<file path="src/rtl/lru_key_value_cache_core_assert.svh">
// assertion macros for the lru key-value cache
`ifndef LRU_KEY_VALUE_CACHE_CORE_ASSERT_SVH
`define LRU_KEY_VALUE_CACHE_CORE_ASSERT_SVH

// condition must hold in the same cycle as its trigger
`define LKVC_ASSERT_SAME(lbl, ante, cons, msg) \
  lbl: assert property (@(posedge clk) disable iff (rst) (ante) |-> (cons)) \
    else $error(msg);

// condition must hold in the cycle after its trigger
`define LKVC_ASSERT_NEXT(lbl, ante, cons, msg) \
  lbl: assert property (@(posedge clk) disable iff (rst) (ante) |=> (cons)) \
    else $error(msg);

`endif

</file>
<file path="src/rtl/lkvc_pkg.sv">
`timescale 1ns / 1ps

package lkvc_pkg;

  // number of cells in the recency chain
  localparam int ENTRIES = 16;
  localparam int CNT_W   = $clog2(ENTRIES + 1);
  localparam int CAP_W   = 5;
  localparam int CMP_W   = (CAP_W > CNT_W) ? CAP_W : CNT_W;
  localparam int KEY_W   = 32;
  localparam int VAL_W   = 32;

  localparam logic [CAP_W-1:0] CAP_RESET = CAP_W'(16);

  // operation codes
  localparam logic OP_GET = 1'b0;
  localparam logic OP_PUT = 1'b1;

  // contents of one cell
  typedef struct packed {
    logic             valid;
    logic [KEY_W-1:0] key;
    logic [VAL_W-1:0] value;
  } entry_t;

endpackage

</file>
<file path="src/rtl/lkvc_cell.sv">
`timescale 1ns / 1ps

module lkvc_cell (
  input  logic                     clk,
  input  logic                     rst,
  input  logic                     shift,
  input  lkvc_pkg::entry_t         chain_in,
  input  logic [lkvc_pkg::KEY_W-1:0] probe_key,
  output lkvc_pkg::entry_t         cur,
  output logic                     match
);

  logic                       valid;
  logic [lkvc_pkg::KEY_W-1:0] key;
  logic [lkvc_pkg::VAL_W-1:0] value;

  // take the neighbour's contents when the chain moves past this cell
  always_ff @(posedge clk) begin
    if (rst) begin
      valid <= 1'b0;
    end else if (shift) begin
      valid <= chain_in.valid;
    end
  end

  always_ff @(posedge clk) begin
    if (shift) begin
      key   <= chain_in.key;
      value <= chain_in.value;
    end
  end

  // key compare against the item in flight
  assign match = valid && (key == probe_key);
  assign cur   = '{valid: valid, key: key, value: value};

endmodule

</file>
<file path="src/rtl/lru_key_value_cache_core.sv">
`timescale 1ns / 1ps
// the compare runs on the input register, the result is registered together with the
//   cell update
// throughput: one item per cycle while results are taken; the cell row compares and
//   shifts once per item, the next item sees the updated row
// reset: all cells invalid, entry count 0, capacity 16; no clearing pass
// stored keys and values keep no reset, they are read only from valid cells

module lru_key_value_cache_core (
  input  logic        clk,
  input  logic        rst,
  // input items
  input  logic        s_axis_tvalid,
  output logic        s_axis_tready,
  input  logic [63:0] s_axis_tdata,  // key [31:0], value [63:32]
  input  logic        s_axis_tuser,  // operation
  // result items
  output logic        m_axis_tvalid,
  input  logic        m_axis_tready,
  output logic [63:0] m_axis_tdata,  // read_value [31:0], evicted_key [63:32]
  output logic [1:0]  m_axis_tuser,  // hit [0], evicted [1]
  // capacity register write
  input  logic        cfg_valid,
  output logic        cfg_ready,
  input  logic [4:0]  cfg_data
);

  localparam int N = lkvc_pkg::ENTRIES;

  // capacity register
  logic [lkvc_pkg::CAP_W-1:0] capacity;

  assign cfg_ready = 1'b1;

  always_ff @(posedge clk) begin
    if (rst) begin
      capacity <= lkvc_pkg::CAP_RESET;
    end else if (cfg_valid && cfg_ready) begin
      capacity <= cfg_data;
    end
  end

  // input register
  logic                       pend_valid;
  logic                       pend_op;
  logic [lkvc_pkg::KEY_W-1:0] pend_key;
  logic [lkvc_pkg::VAL_W-1:0] pend_value;
  logic                       fire;
  logic                       out_valid;

  assign fire          = pend_valid && (!out_valid || m_axis_tready);
  assign s_axis_tready = !pend_valid || fire;

  always_ff @(posedge clk) begin
    if (rst) begin
      pend_valid <= 1'b0;
    end else if (s_axis_tvalid && s_axis_tready) begin
      pend_valid <= 1'b1;
    end else if (fire) begin
      pend_valid <= 1'b0;
    end
  end

  always_ff @(posedge clk) begin
    if (s_axis_tvalid && s_axis_tready) begin
      pend_op    <= s_axis_tuser;
      pend_key   <= s_axis_tdata[31:0];
      pend_value <= s_axis_tdata[63:32];
    end
  end

  // cell row, cell 0 most recent
  lkvc_pkg::entry_t cell_q   [N];
  lkvc_pkg::entry_t chain_in [N];
  lkvc_pkg::entry_t new_entry;
  logic [N-1:0]     match;
  logic [N-1:0]     shift;
  logic [N-1:0]     valid_vec;
  logic [N-1:0]     tail_sel;

  logic [lkvc_pkg::CNT_W-1:0] count;
  logic [lkvc_pkg::CNT_W-1:0] count_next;
  logic [lkvc_pkg::CNT_W:0]   limit_excl;
  logic [lkvc_pkg::CMP_W-1:0] eff_cap;
  logic                       is_put;
  logic                       hit;
  logic                       evict;
  logic [lkvc_pkg::VAL_W-1:0] found_value;
  logic [lkvc_pkg::KEY_W-1:0] tail_key;

  for (genvar i = 0; i < N; i++) begin : g_cell
    if (i == 0) begin : g_head
      assign chain_in[i] = new_entry;
    end else begin : g_link
      assign chain_in[i] = cell_q[i-1];
    end

    lkvc_cell u_cell (
      .clk       (clk),
      .rst       (rst),
      .shift     (shift[i]),
      .chain_in  (chain_in[i]),
      .probe_key (pend_key),
      .cur       (cell_q[i]),
      .match     (match[i])
    );

    assign valid_vec[i] = cell_q[i].valid;
    assign tail_sel[i]  = (lkvc_pkg::CNT_W'(i) == (count - lkvc_pkg::CNT_W'(1)));

    // on a hit the cells up to the match move, on an insert those below the limit
    assign shift[i] = fire && (hit ? (|(match >> i))
                                   : (is_put && ((lkvc_pkg::CNT_W+1)'(i) < limit_excl)));
  end

  // value of the matching cell and key of the least recent cell
  always_comb begin
    found_value = '0;
    tail_key    = '0;
    for (int i = 0; i < N; i++) begin
      if (match[i]) begin
        found_value = found_value | cell_q[i].value;
      end
      if (tail_sel[i]) begin
        tail_key = tail_key | cell_q[i].key;
      end
    end
  end

  // effective capacity, zero counts as one, clamped to the row length
  always_comb begin
    priority if (capacity == '0) begin
      eff_cap = lkvc_pkg::CMP_W'(1);
    end else if (lkvc_pkg::CMP_W'(capacity) > lkvc_pkg::CMP_W'(N)) begin
      eff_cap = lkvc_pkg::CMP_W'(N);
    end else begin
      eff_cap = lkvc_pkg::CMP_W'(capacity);
    end
  end

  assign is_put = (pend_op == lkvc_pkg::OP_PUT);
  assign hit    = |match;
  assign evict  = is_put && !hit && (count != '0) && (lkvc_pkg::CMP_W'(count) >= eff_cap);

  assign limit_excl = evict ? {1'b0, count} : ({1'b0, count} + (lkvc_pkg::CNT_W+1)'(1));

  // entry that goes to the head of the row
  always_comb begin
    new_entry.valid = 1'b1;
    new_entry.key   = pend_key;
    new_entry.value = (hit && !is_put) ? found_value : pend_value;
  end

  // entry count
  assign count_next = (is_put && !hit && !evict) ? (count + lkvc_pkg::CNT_W'(1)) : count;

  always_ff @(posedge clk) begin
    if (rst) begin
      count <= '0;
    end else if (fire) begin
      count <= count_next;
    end
  end

  // output register
  logic                       out_hit;
  logic                       out_evicted;
  logic [lkvc_pkg::VAL_W-1:0] out_read_value;
  logic [lkvc_pkg::KEY_W-1:0] out_evicted_key;

  always_ff @(posedge clk) begin
    if (rst) begin
      out_valid <= 1'b0;
    end else if (fire) begin
      out_valid <= 1'b1;
    end else if (m_axis_tready) begin
      out_valid <= 1'b0;
    end
  end

  always_ff @(posedge clk) begin
    if (fire) begin
      out_hit         <= hit;
      out_evicted     <= evict;
      out_read_value  <= (hit && !is_put) ? found_value : '0;
      out_evicted_key <= evict ? tail_key : '0;
    end
  end

  assign m_axis_tvalid = out_valid;
  assign m_axis_tdata  = {out_evicted_key, out_read_value};
  assign m_axis_tuser  = {out_evicted, out_hit};

  // checks
  `include "lru_key_value_cache_core_assert.svh"

  `LKVC_ASSERT_SAME(a_one_match, pend_valid, $onehot0(match), "key held in more than one cell")
  `LKVC_ASSERT_SAME(a_count_valid, 1'b1, $countones(valid_vec) == count, "count off cells")
  `LKVC_ASSERT_SAME(a_hit_no_evict, out_valid, !(out_hit && out_evicted), "eviction on a hit")
  `LKVC_ASSERT_NEXT(a_fire_out, fire, out_valid, "result lost after processing")

endmodule
</file>
<file path="config.mk">
export PLATFORM = sky130hd
export DESIGN_NAME = lru_key_value_cache_core
export DESIGN_NICKNAME = d
export VERILOG_FILES = /design/src/rtl/lkvc_pkg.sv /design/src/rtl/lkvc_cell.sv /design/src/rtl/lru_key_value_cache_core.sv
export VERILOG_INCLUDE_DIRS = /design/src /design/src/rtl
export SDC_FILE = /design/constraint.sdc
export NUM_CORES = 1
export LEC_CHECK = 0
export BUFFER_PORTS_ARGS = -buffer_cell sky130_fd_sc_hd__buf_2
export CAP_MARGIN = 20
export CORE_MARGIN = 2
export CORE_UTILIZATION = 50
export CTS_CLUSTER_DIAMETER = 200
export DETAILED_ROUTE_END_ITERATION = 8
export PLACE_DENSITY = 0.66
export REMOVE_ABC_BUFFERS = 1
export SLEW_MARGIN = 10
export SYNTH_ARGS = -nofsm -noshare
export SYNTH_HDL_FRONTEND = slang
export SYNTH_SLANG_ARGS = --single-unit
</file>
<file path="constraint.sdc">
create_clock -name clk -period 14.3 [get_ports clk]
set_clock_uncertainty 0.05 [all_clocks]
set_input_delay 2.86 -clock clk [delete_from_list [all_inputs] [get_ports clk]]
set_output_delay 2.86 -clock clk [all_outputs]
set_load 0.1 [all_outputs]
</file>
# ---- After elaboration in Yosys (flattened, before gate mapping)
# Cells that the tools add are included.
dict set report totals {
  reg_bits 1183
  out_inout_bits 69
  word_cells 280
}
dict set report op_classes {
  add_sub_neg 3
  order_cmp 18
  n_eq_ne 31
  mux 56
  bitwise 30
  reduce_logical 83
}
# operator n
set op_table {}
lappend op_table {{32-bit 2-to-1 mux} 33}
lappend op_table {{32-bit bitwise OR} 30}
lappend op_table {{32-bit equality test} 16}
lappend op_table {{1-bit logical AND} 55}
lappend op_table {{4-bit by 6-bit < comparator with 1-bit output (first input constant)} 8}
lappend op_table {{4-bit by 5-bit equality test with 1-bit output (first input constant)} 8}
lappend op_table {{3-bit by 6-bit < comparator with 1-bit output (first input constant)} 4}
lappend op_table {{3-bit by 5-bit equality test with 1-bit output (first input constant)} 4}
lappend op_table {{1-bit 2-to-1 mux} 20}
lappend op_table {{16-bit OR reduction} 1}
lappend op_table {{15-bit OR reduction} 1}
lappend op_table {{14-bit OR reduction} 1}
lappend op_table {{13-bit OR reduction} 1}
lappend op_table {{1-bit by 6-bit < comparator with 1-bit output (first input constant)} 2}
lappend op_table {{2-bit by 6-bit < comparator with 1-bit output (first input constant)} 2}
lappend op_table {{12-bit OR reduction} 1}
lappend op_table {{11-bit OR reduction} 1}
lappend op_table {{2-bit by 5-bit equality test with 1-bit output (first input constant)} 2}
lappend op_table {{5-bit zero test} 2}
lappend op_table {{5-bit 2-to-1 mux} 2}
lappend op_table {{10-bit OR reduction} 1}
lappend op_table {{9-bit OR reduction} 1}
lappend op_table {{8-bit OR reduction} 1}
lappend op_table {{7-bit OR reduction} 1}
lappend op_table {{17 further kinds} 23}

# ---- Logic depth before layout (Yosys ltp)
dict set report logic_depth {
  ltp_word 34
  ltp_mapped 16
  ltp_nobuf 16
}

# ---- Modules after synthesis
# Synthesis repeated with hierarchy kept, for this count alone.
dict set report hier_totals {
  cells_unflattened 2976
  area_unflattened_um2 48552.8
}
# mod instances cells_per_inst area_each_um2
set modules_own_cells {}
lappend modules_own_cells {lkvc_cell 16 112 2318.5}
lappend modules_own_cells {lru_key_value_cache_core 1 1184 11457.2}

# ---- Worst setup path before layout
# OpenSTA, ideal clock, no wires.
dict set report synth_timing {
  path_type {input to register}
  from {input port m_axis_tready}
  to {register g_cell[2].u_cell.key[0] (netlist bit), enable pin}
  t_arrival_ns 8.826
  required_ns 13.740
  path_slack_ns 4.913
  cell_stages 6
  path_cell_list {nor2b_1 -> nand2b_1 -> inv_1 -> clkbuf_1 -> o21ai_0 -> a21oi_1}
}
dict set report synth_via {
  elab_chain_cells 3
}
# element line
set synth_rtl {}
lappend synth_rtl {{start, declared} lru_key_value_cache_core.sv:19} ;# input logic m_axis_tready,
lappend synth_rtl {{1-bit logical OR} lru_key_value_cache_core.sv:51} ;# assign fire = pend_valid && (!out_valid || m_axis_tready);
lappend synth_rtl {{1-bit logical AND} lru_key_value_cache_core.sv:51}
lappend synth_rtl {{net fire} lru_key_value_cache_core.sv:48} ;# logic fire;
lappend synth_rtl {{1-bit logical AND} lru_key_value_cache_core.sv:112} ;# assign shift[i] = fire && (hit ? (|(match >> i))
lappend synth_rtl {{net g_cell[2].u_cell.shift} lkvc_cell.sv:6} ;# input logic shift,
lappend synth_rtl {{end signal, assigned} lkvc_cell.sv:28} ;# key <= chain_in.key;
lappend synth_rtl {{end, declared} lkvc_cell.sv:14} ;# logic [lkvc_pkg::KEY_W-1:0] key;
# The timed path passes the listed nets, and every way through them passes these cells.
# A chain may end at the register's enable or synchronous reset.

# ---- Final worst setup path
dict set report layout_timing {
  from {register pend_key[4] (netlist bit)}
  to {register g_cell[7].u_cell.value[6] (netlist bit), enable pin}
}
dict set report layout_via {
  elab_chain_cells 12
  word_cells_on_any_way 43
}
# element line
set layout_rtl {}
lappend layout_rtl {{start, declared} lru_key_value_cache_core.sv:46} ;# logic [lkvc_pkg::KEY_W-1:0] pend_key;
lappend layout_rtl {{start signal, assigned} lru_key_value_cache_core.sv:67} ;# pend_key <= s_axis_tdata[31:0];
lappend layout_rtl {{32-bit equality test} lkvc_cell.sv:34} ;# assign match = valid && (key == probe_key);
lappend layout_rtl {{1-bit logical AND} lkvc_cell.sv:34}
lappend layout_rtl {{16-bit OR reduction *} lru_key_value_cache_core.sv:142} ;# assign hit = |match;
lappend layout_rtl {{net hit} lru_key_value_cache_core.sv:86} ;# logic hit;
lappend layout_rtl {{1-bit zero test} lru_key_value_cache_core.sv:143} ;# assign evict = is_put && !hit && (count != '0) && (lkvc_pkg::CMP_W'(count) >= eff_cap);
lappend layout_rtl {{1-bit logical AND (3 in a row)} lru_key_value_cache_core.sv:143}
lappend layout_rtl {{6-bit 2-to-1 mux} lru_key_value_cache_core.sv:145} ;# assign limit_excl = evict ? {1'b0, count} : ({1'b0, count} + (lkvc_pkg::CNT_W+1)'(1));
lappend layout_rtl {{3-bit by 6-bit < comparator with 1-bit output} lru_key_value_cache_core.sv:113} ;# : (is_put && ((lkvc_pkg::CNT_W+1)'(i) < limit_excl)));
lappend layout_rtl {{1-bit logical AND} lru_key_value_cache_core.sv:113}
lappend layout_rtl {{1-bit 2-to-1 mux *} lru_key_value_cache_core.sv:112}
lappend layout_rtl {{1-bit logical AND *} lru_key_value_cache_core.sv:112}
lappend layout_rtl {{net g_cell[7].u_cell.shift} lkvc_cell.sv:6}
lappend layout_rtl {{end signal, assigned} lkvc_cell.sv:29} ;# value <= chain_in.value;
lappend layout_rtl {{end, declared} lkvc_cell.sv:15} ;# logic [lkvc_pkg::VAL_W-1:0] value;
# The timed path passes the listed nets; every way through them passes the cells marked *.

==> run_results.csv <==
group,metric,value,unit
run_status,status,"complete, no violations",
global_routing,first_global_vias,31230,
min_path,hold_path_class,"flop to flop",
floorplanning,die_h,316.3,um
worst_setup_path,path_class,"flop to flop",
synth,synth_edf_count,1155,
floorplanning,die_area,100100,um2
floorplanning,die_w,316.3,um
synth,avgSynthCellArea,15.97,um2
floorplanning,io_pins,144,
worst_setup_path,crit_path_max_fanout,43,
power_and_ir_drop,irDropWorstVdd,0.0001133,V
floorplanning,core,96710,um2
layout,regArea,35240,um2
synth,yosys.area_share.xor_xnor,9.319,%
clock_tree,root_buffer,"clkbuf_16",
sta,finalSetupViolations,0,
power_and_ir_drop,powerDensity,133.7,nW/um2
sta,fin_tns_setup,0,ns
sta,tightest_slew,1.179,ns
drt,wire_per_inst,39.75,um
placement,io_buffers,142,
clock_tree,worstSkewPairLatency,0.78,ns
floorplanning,num_rows,114,
worst_setup_path,worstPathRequired,14.61,ns
layout,utilization,57.03,%
global_routing,grt_start_max_net_pins,45,
placement,place_inst,4358,
layout,nFillCells,7555,
drt,wl,182300,um
clock_tree,htree_num_levels,3,
synth,yosysSeqAreaShare,72.26,%
drt,drt_pass1_iterations,6,
synth,yosysWarnings,0,
drt,route.detailed.drc,0,
worst_setup_path,r2r_start,"pend_key[4]",
sta,min_period,7.923,ns
worst_setup_path,r2r_cells,13,
synth,synth.ff_latch_count,1183,
drt,routed_via_density,6.988,
min_path,whs_endpoint,"g_cell[3].u_cell.value[24]",
layout,drive_gt1_share,13.55,%
power_and_ir_drop,power.total,7371,uW
sta,holdWs,0.3650,ns
worst_setup_path,worstPathArrival,8.23,ns
clock_tree,clkTransAtPathRegs,0.07,ns
clock_tree,cts_made_buffers,118,
worst_setup_path,cp-end-kind,"flop",
synth,synthAdderAreaFrac,0.2822,%
worst_setup_path,reg2reg_slack,6.38,ns
synth,async_reset_ff_share,0,%
sta,hold_violations,0,
layout,multi_input_comb_area,12960,um2
synth,synthSimpleGateAreaFrac,5.387,%
min_path,hold_start,"g_cell[2].u_cell.value[24]",
synth,yosysUniqueCellTypes,65,
drt,ant_nets,0,
global_routing,grt_pass1_wl,252000,um
global_routing,grt_usage,36.37,%
worst_setup_path,r2r-end,"g_cell[7].u_cell.value[6]",
clock_tree,cts_hold_buf,0,
synth,synth_area,48780,um2
layout,nNetsFinal,3290,
synth,synth_top_family_by_area,"compound AO/OA/AOI/OAI gates",
job,cap_viol_max_count,0,
global_routing,overflow,0,
floorplanning,initial_core_util,50.44,%
synth,synth-main-ff-cell,"edfxtp_1",
clock_tree,postCtsSetupBuffers,0,
sta,max_clock_freq,0.1262,GHz
placement,dp_hpwl,112700,um
min_path,holdPathStages,0,
worst_setup_path,crit_path_start_kind,"flop",
sta,fin_crit_sh,55.40,%
drt,drt_iter0_markers,5524,
synth,synth_cells,3054,
synth,synth_compound_area_share,10.32,%
sta,rsz0062_at_grt,"no",
sta,maxSlewViolCount,0,
placement,gp_congestion,1.089,
clock_tree,cts_sinks,1183,
drt,vias,32050,
clock_tree,clock_path_buffers,3,
clock_tree,cts_tree,"built",
global_routing,antenna_found_initial,5,
layout,area_delta_synth_final,13.07,%
clock_tree,cts_resized,0,
synth,muxShareOfSynthArea,0.4951,%
power_and_ir_drop,leakagePower,0.01783,uW
sta,relSlewSlack,20.85,%
layout,fin_cells,4586,
worst max path at each step:
stage	start	to	slack (ns)
after floorplan	pend_key[16]	g_cell[0].u_cell.key[0]	5.18
after global placement	m_axis_tready	g_cell[11].u_cell.key[14]	6.88
after detailed placement	pend_key[4]	g_cell[7].u_cell.value[22]	6.87
after CTS	pend_key[4]	g_cell[7].u_cell.value[10]	6.85
after global routing	pend_key[4]	g_cell[7].u_cell.value[10]	6.28
final	pend_key[4]	g_cell[7].u_cell.value[6]	6.38
cell type report:
class,instances,share of cell area (%)
Antenna cell,3,0.01361
Clock buffer,144,5.624
Clock inverter,79,1.631
Inverter,15,0.1066
Multi-Input combinational cell,1671,23.51
Sequential cell,1183,63.90
Tap cell,1276,2.895
Timing Repair Buffer,215,2.321
state kept, by name, summed over array words and instances, names as in the netlist:
register / flops
g_cell.u_cell.key: 512
g_cell.u_cell.value: 512
out_evicted_key: 32
out_read_value: 32
pend_key: 32
pend_value: 32
g_cell.u_cell.valid: 16
capacity: 5
count: 5
is_put: 1
m_axis_tvalid: 1
out_evicted: 1
out_hit: 1
pend_valid: 1
power by group:
| part | internal [uW] | switching (uW) |
|---|---|---|
| Sequential | 3790 | 51.3 |
| Combinational | 70.0 | 224 |
| Clock | 1820 | 1410 |
cells by family (layout without fill, tap and decap cells):
logic type | count (synthesis) | in the layout
muxes | 24 | 24
buffers and inverters | 200 | 453
DFF | 1183 | 1183
AOI/OAI and AO/OA | 629 | 629
and+or+nand+nor | 487 | 487
adders and majority gates | 11 | 11
xor gates and xnor gates | 519 | 519
other | 1 | 4
layer usage:
layer / up-vias / GRT usage [%] / share of wire [%]
li1: 12450 / - / -
met1: 15970 / 48.22 / 35
met2: 3010 / 54.49 / 44
met3: 616 / 8.718 / 13
met4: 6 / 22.51 / 7.5
met5: - / 0 / 0.022
layout by cell type, fill, tap and decap left out, drive strengths merged, types with 4 or more instances in the layout:
cell | Yosys | layout
ha | 11 | 11
clkinv | 1 | 56
o211ai | 4 | 4
nand4 | 51 | 51
a211oi | 4 | 4
nand3 | 65 | 65
a22oi | 233 | 233
xnor2 | 80 | 80
xor2 | 439 | 439
clkinvlp | 0 | 8
bufinv | 0 | 15
and3 | 36 | 36
a22o | 140 | 140
o21ai | 9 | 9
a221oi | 140 | 140
mux2i | 23 | 23
dfxtp | 28 | 28
inv | 14 | 15
a21oi | 13 | 13
nor4 | 116 | 116
clkbuf | 103 | 145
nor3 | 30 | 30
nand2 | 55 | 55
buf | 82 | 214
nor2 | 114 | 114
and2 | 4 | 4
edfxtp | 1155 | 1155
a21o | 36 | 36
a31oi | 35 | 35
through the flow:
stage,instance area (um2),setup slack [ns]
final,55150,6.377
after global routing,55140,6.278
after global placement,51070,6.878
after detailed placement,51120,6.869
after CTS,55130,6.847
after floorplan,47890,5.177
cells in the mapped netlist, drive strengths merged, types with 2 or more instances:
library cell	instances	area share (%)
xor2	439	7.9
clkbuf	103	0.80
o21ai	9	0.092
a21o	36	0.55
o211a	2	0.041
dfxtp	28	1.1
a31oi	35	0.45
a22o	140	2.5
nand3	65	0.67
nor2b	2	0.026
xnor2	80	1.4
a211oi	4	0.092
mux2i	23	0.47
and2	4	0.051
nor4	116	1.6
and4b	2	0.041
inv	14	0.11
nor3	30	0.34
ha	11	0.28
o311ai	3	0.054
nor2	114	0.88
and3	36	0.46
a21oi	13	0.16
edfxtp	1155	71
nand2b	3	0.038
nand2	55	0.46
nand3b	2	0.031
o211ai	4	0.062
nand4	51	0.65
a221oi	140	2.5
a22oi	233	3.6
buf	82	1.0
a2111oi	2	0.049
critical path, stage by stage (launching register included):
cell,delay (ns)
edfxtp_1,0.94
xor2_1,0.75
nor4_1,0.26
nand3_1,0.21
nor4_4,0.05
buf_4,0.34
nor4_1,0.52
and4_1,0.84
clkinv_1,0.56
o21ai_1,0.28
o311ai_1,0.27
and2_0,0.57
nor2_4,0.97
buf_4,0.80
Note: power is estimated with default switching activity, not from simulation.
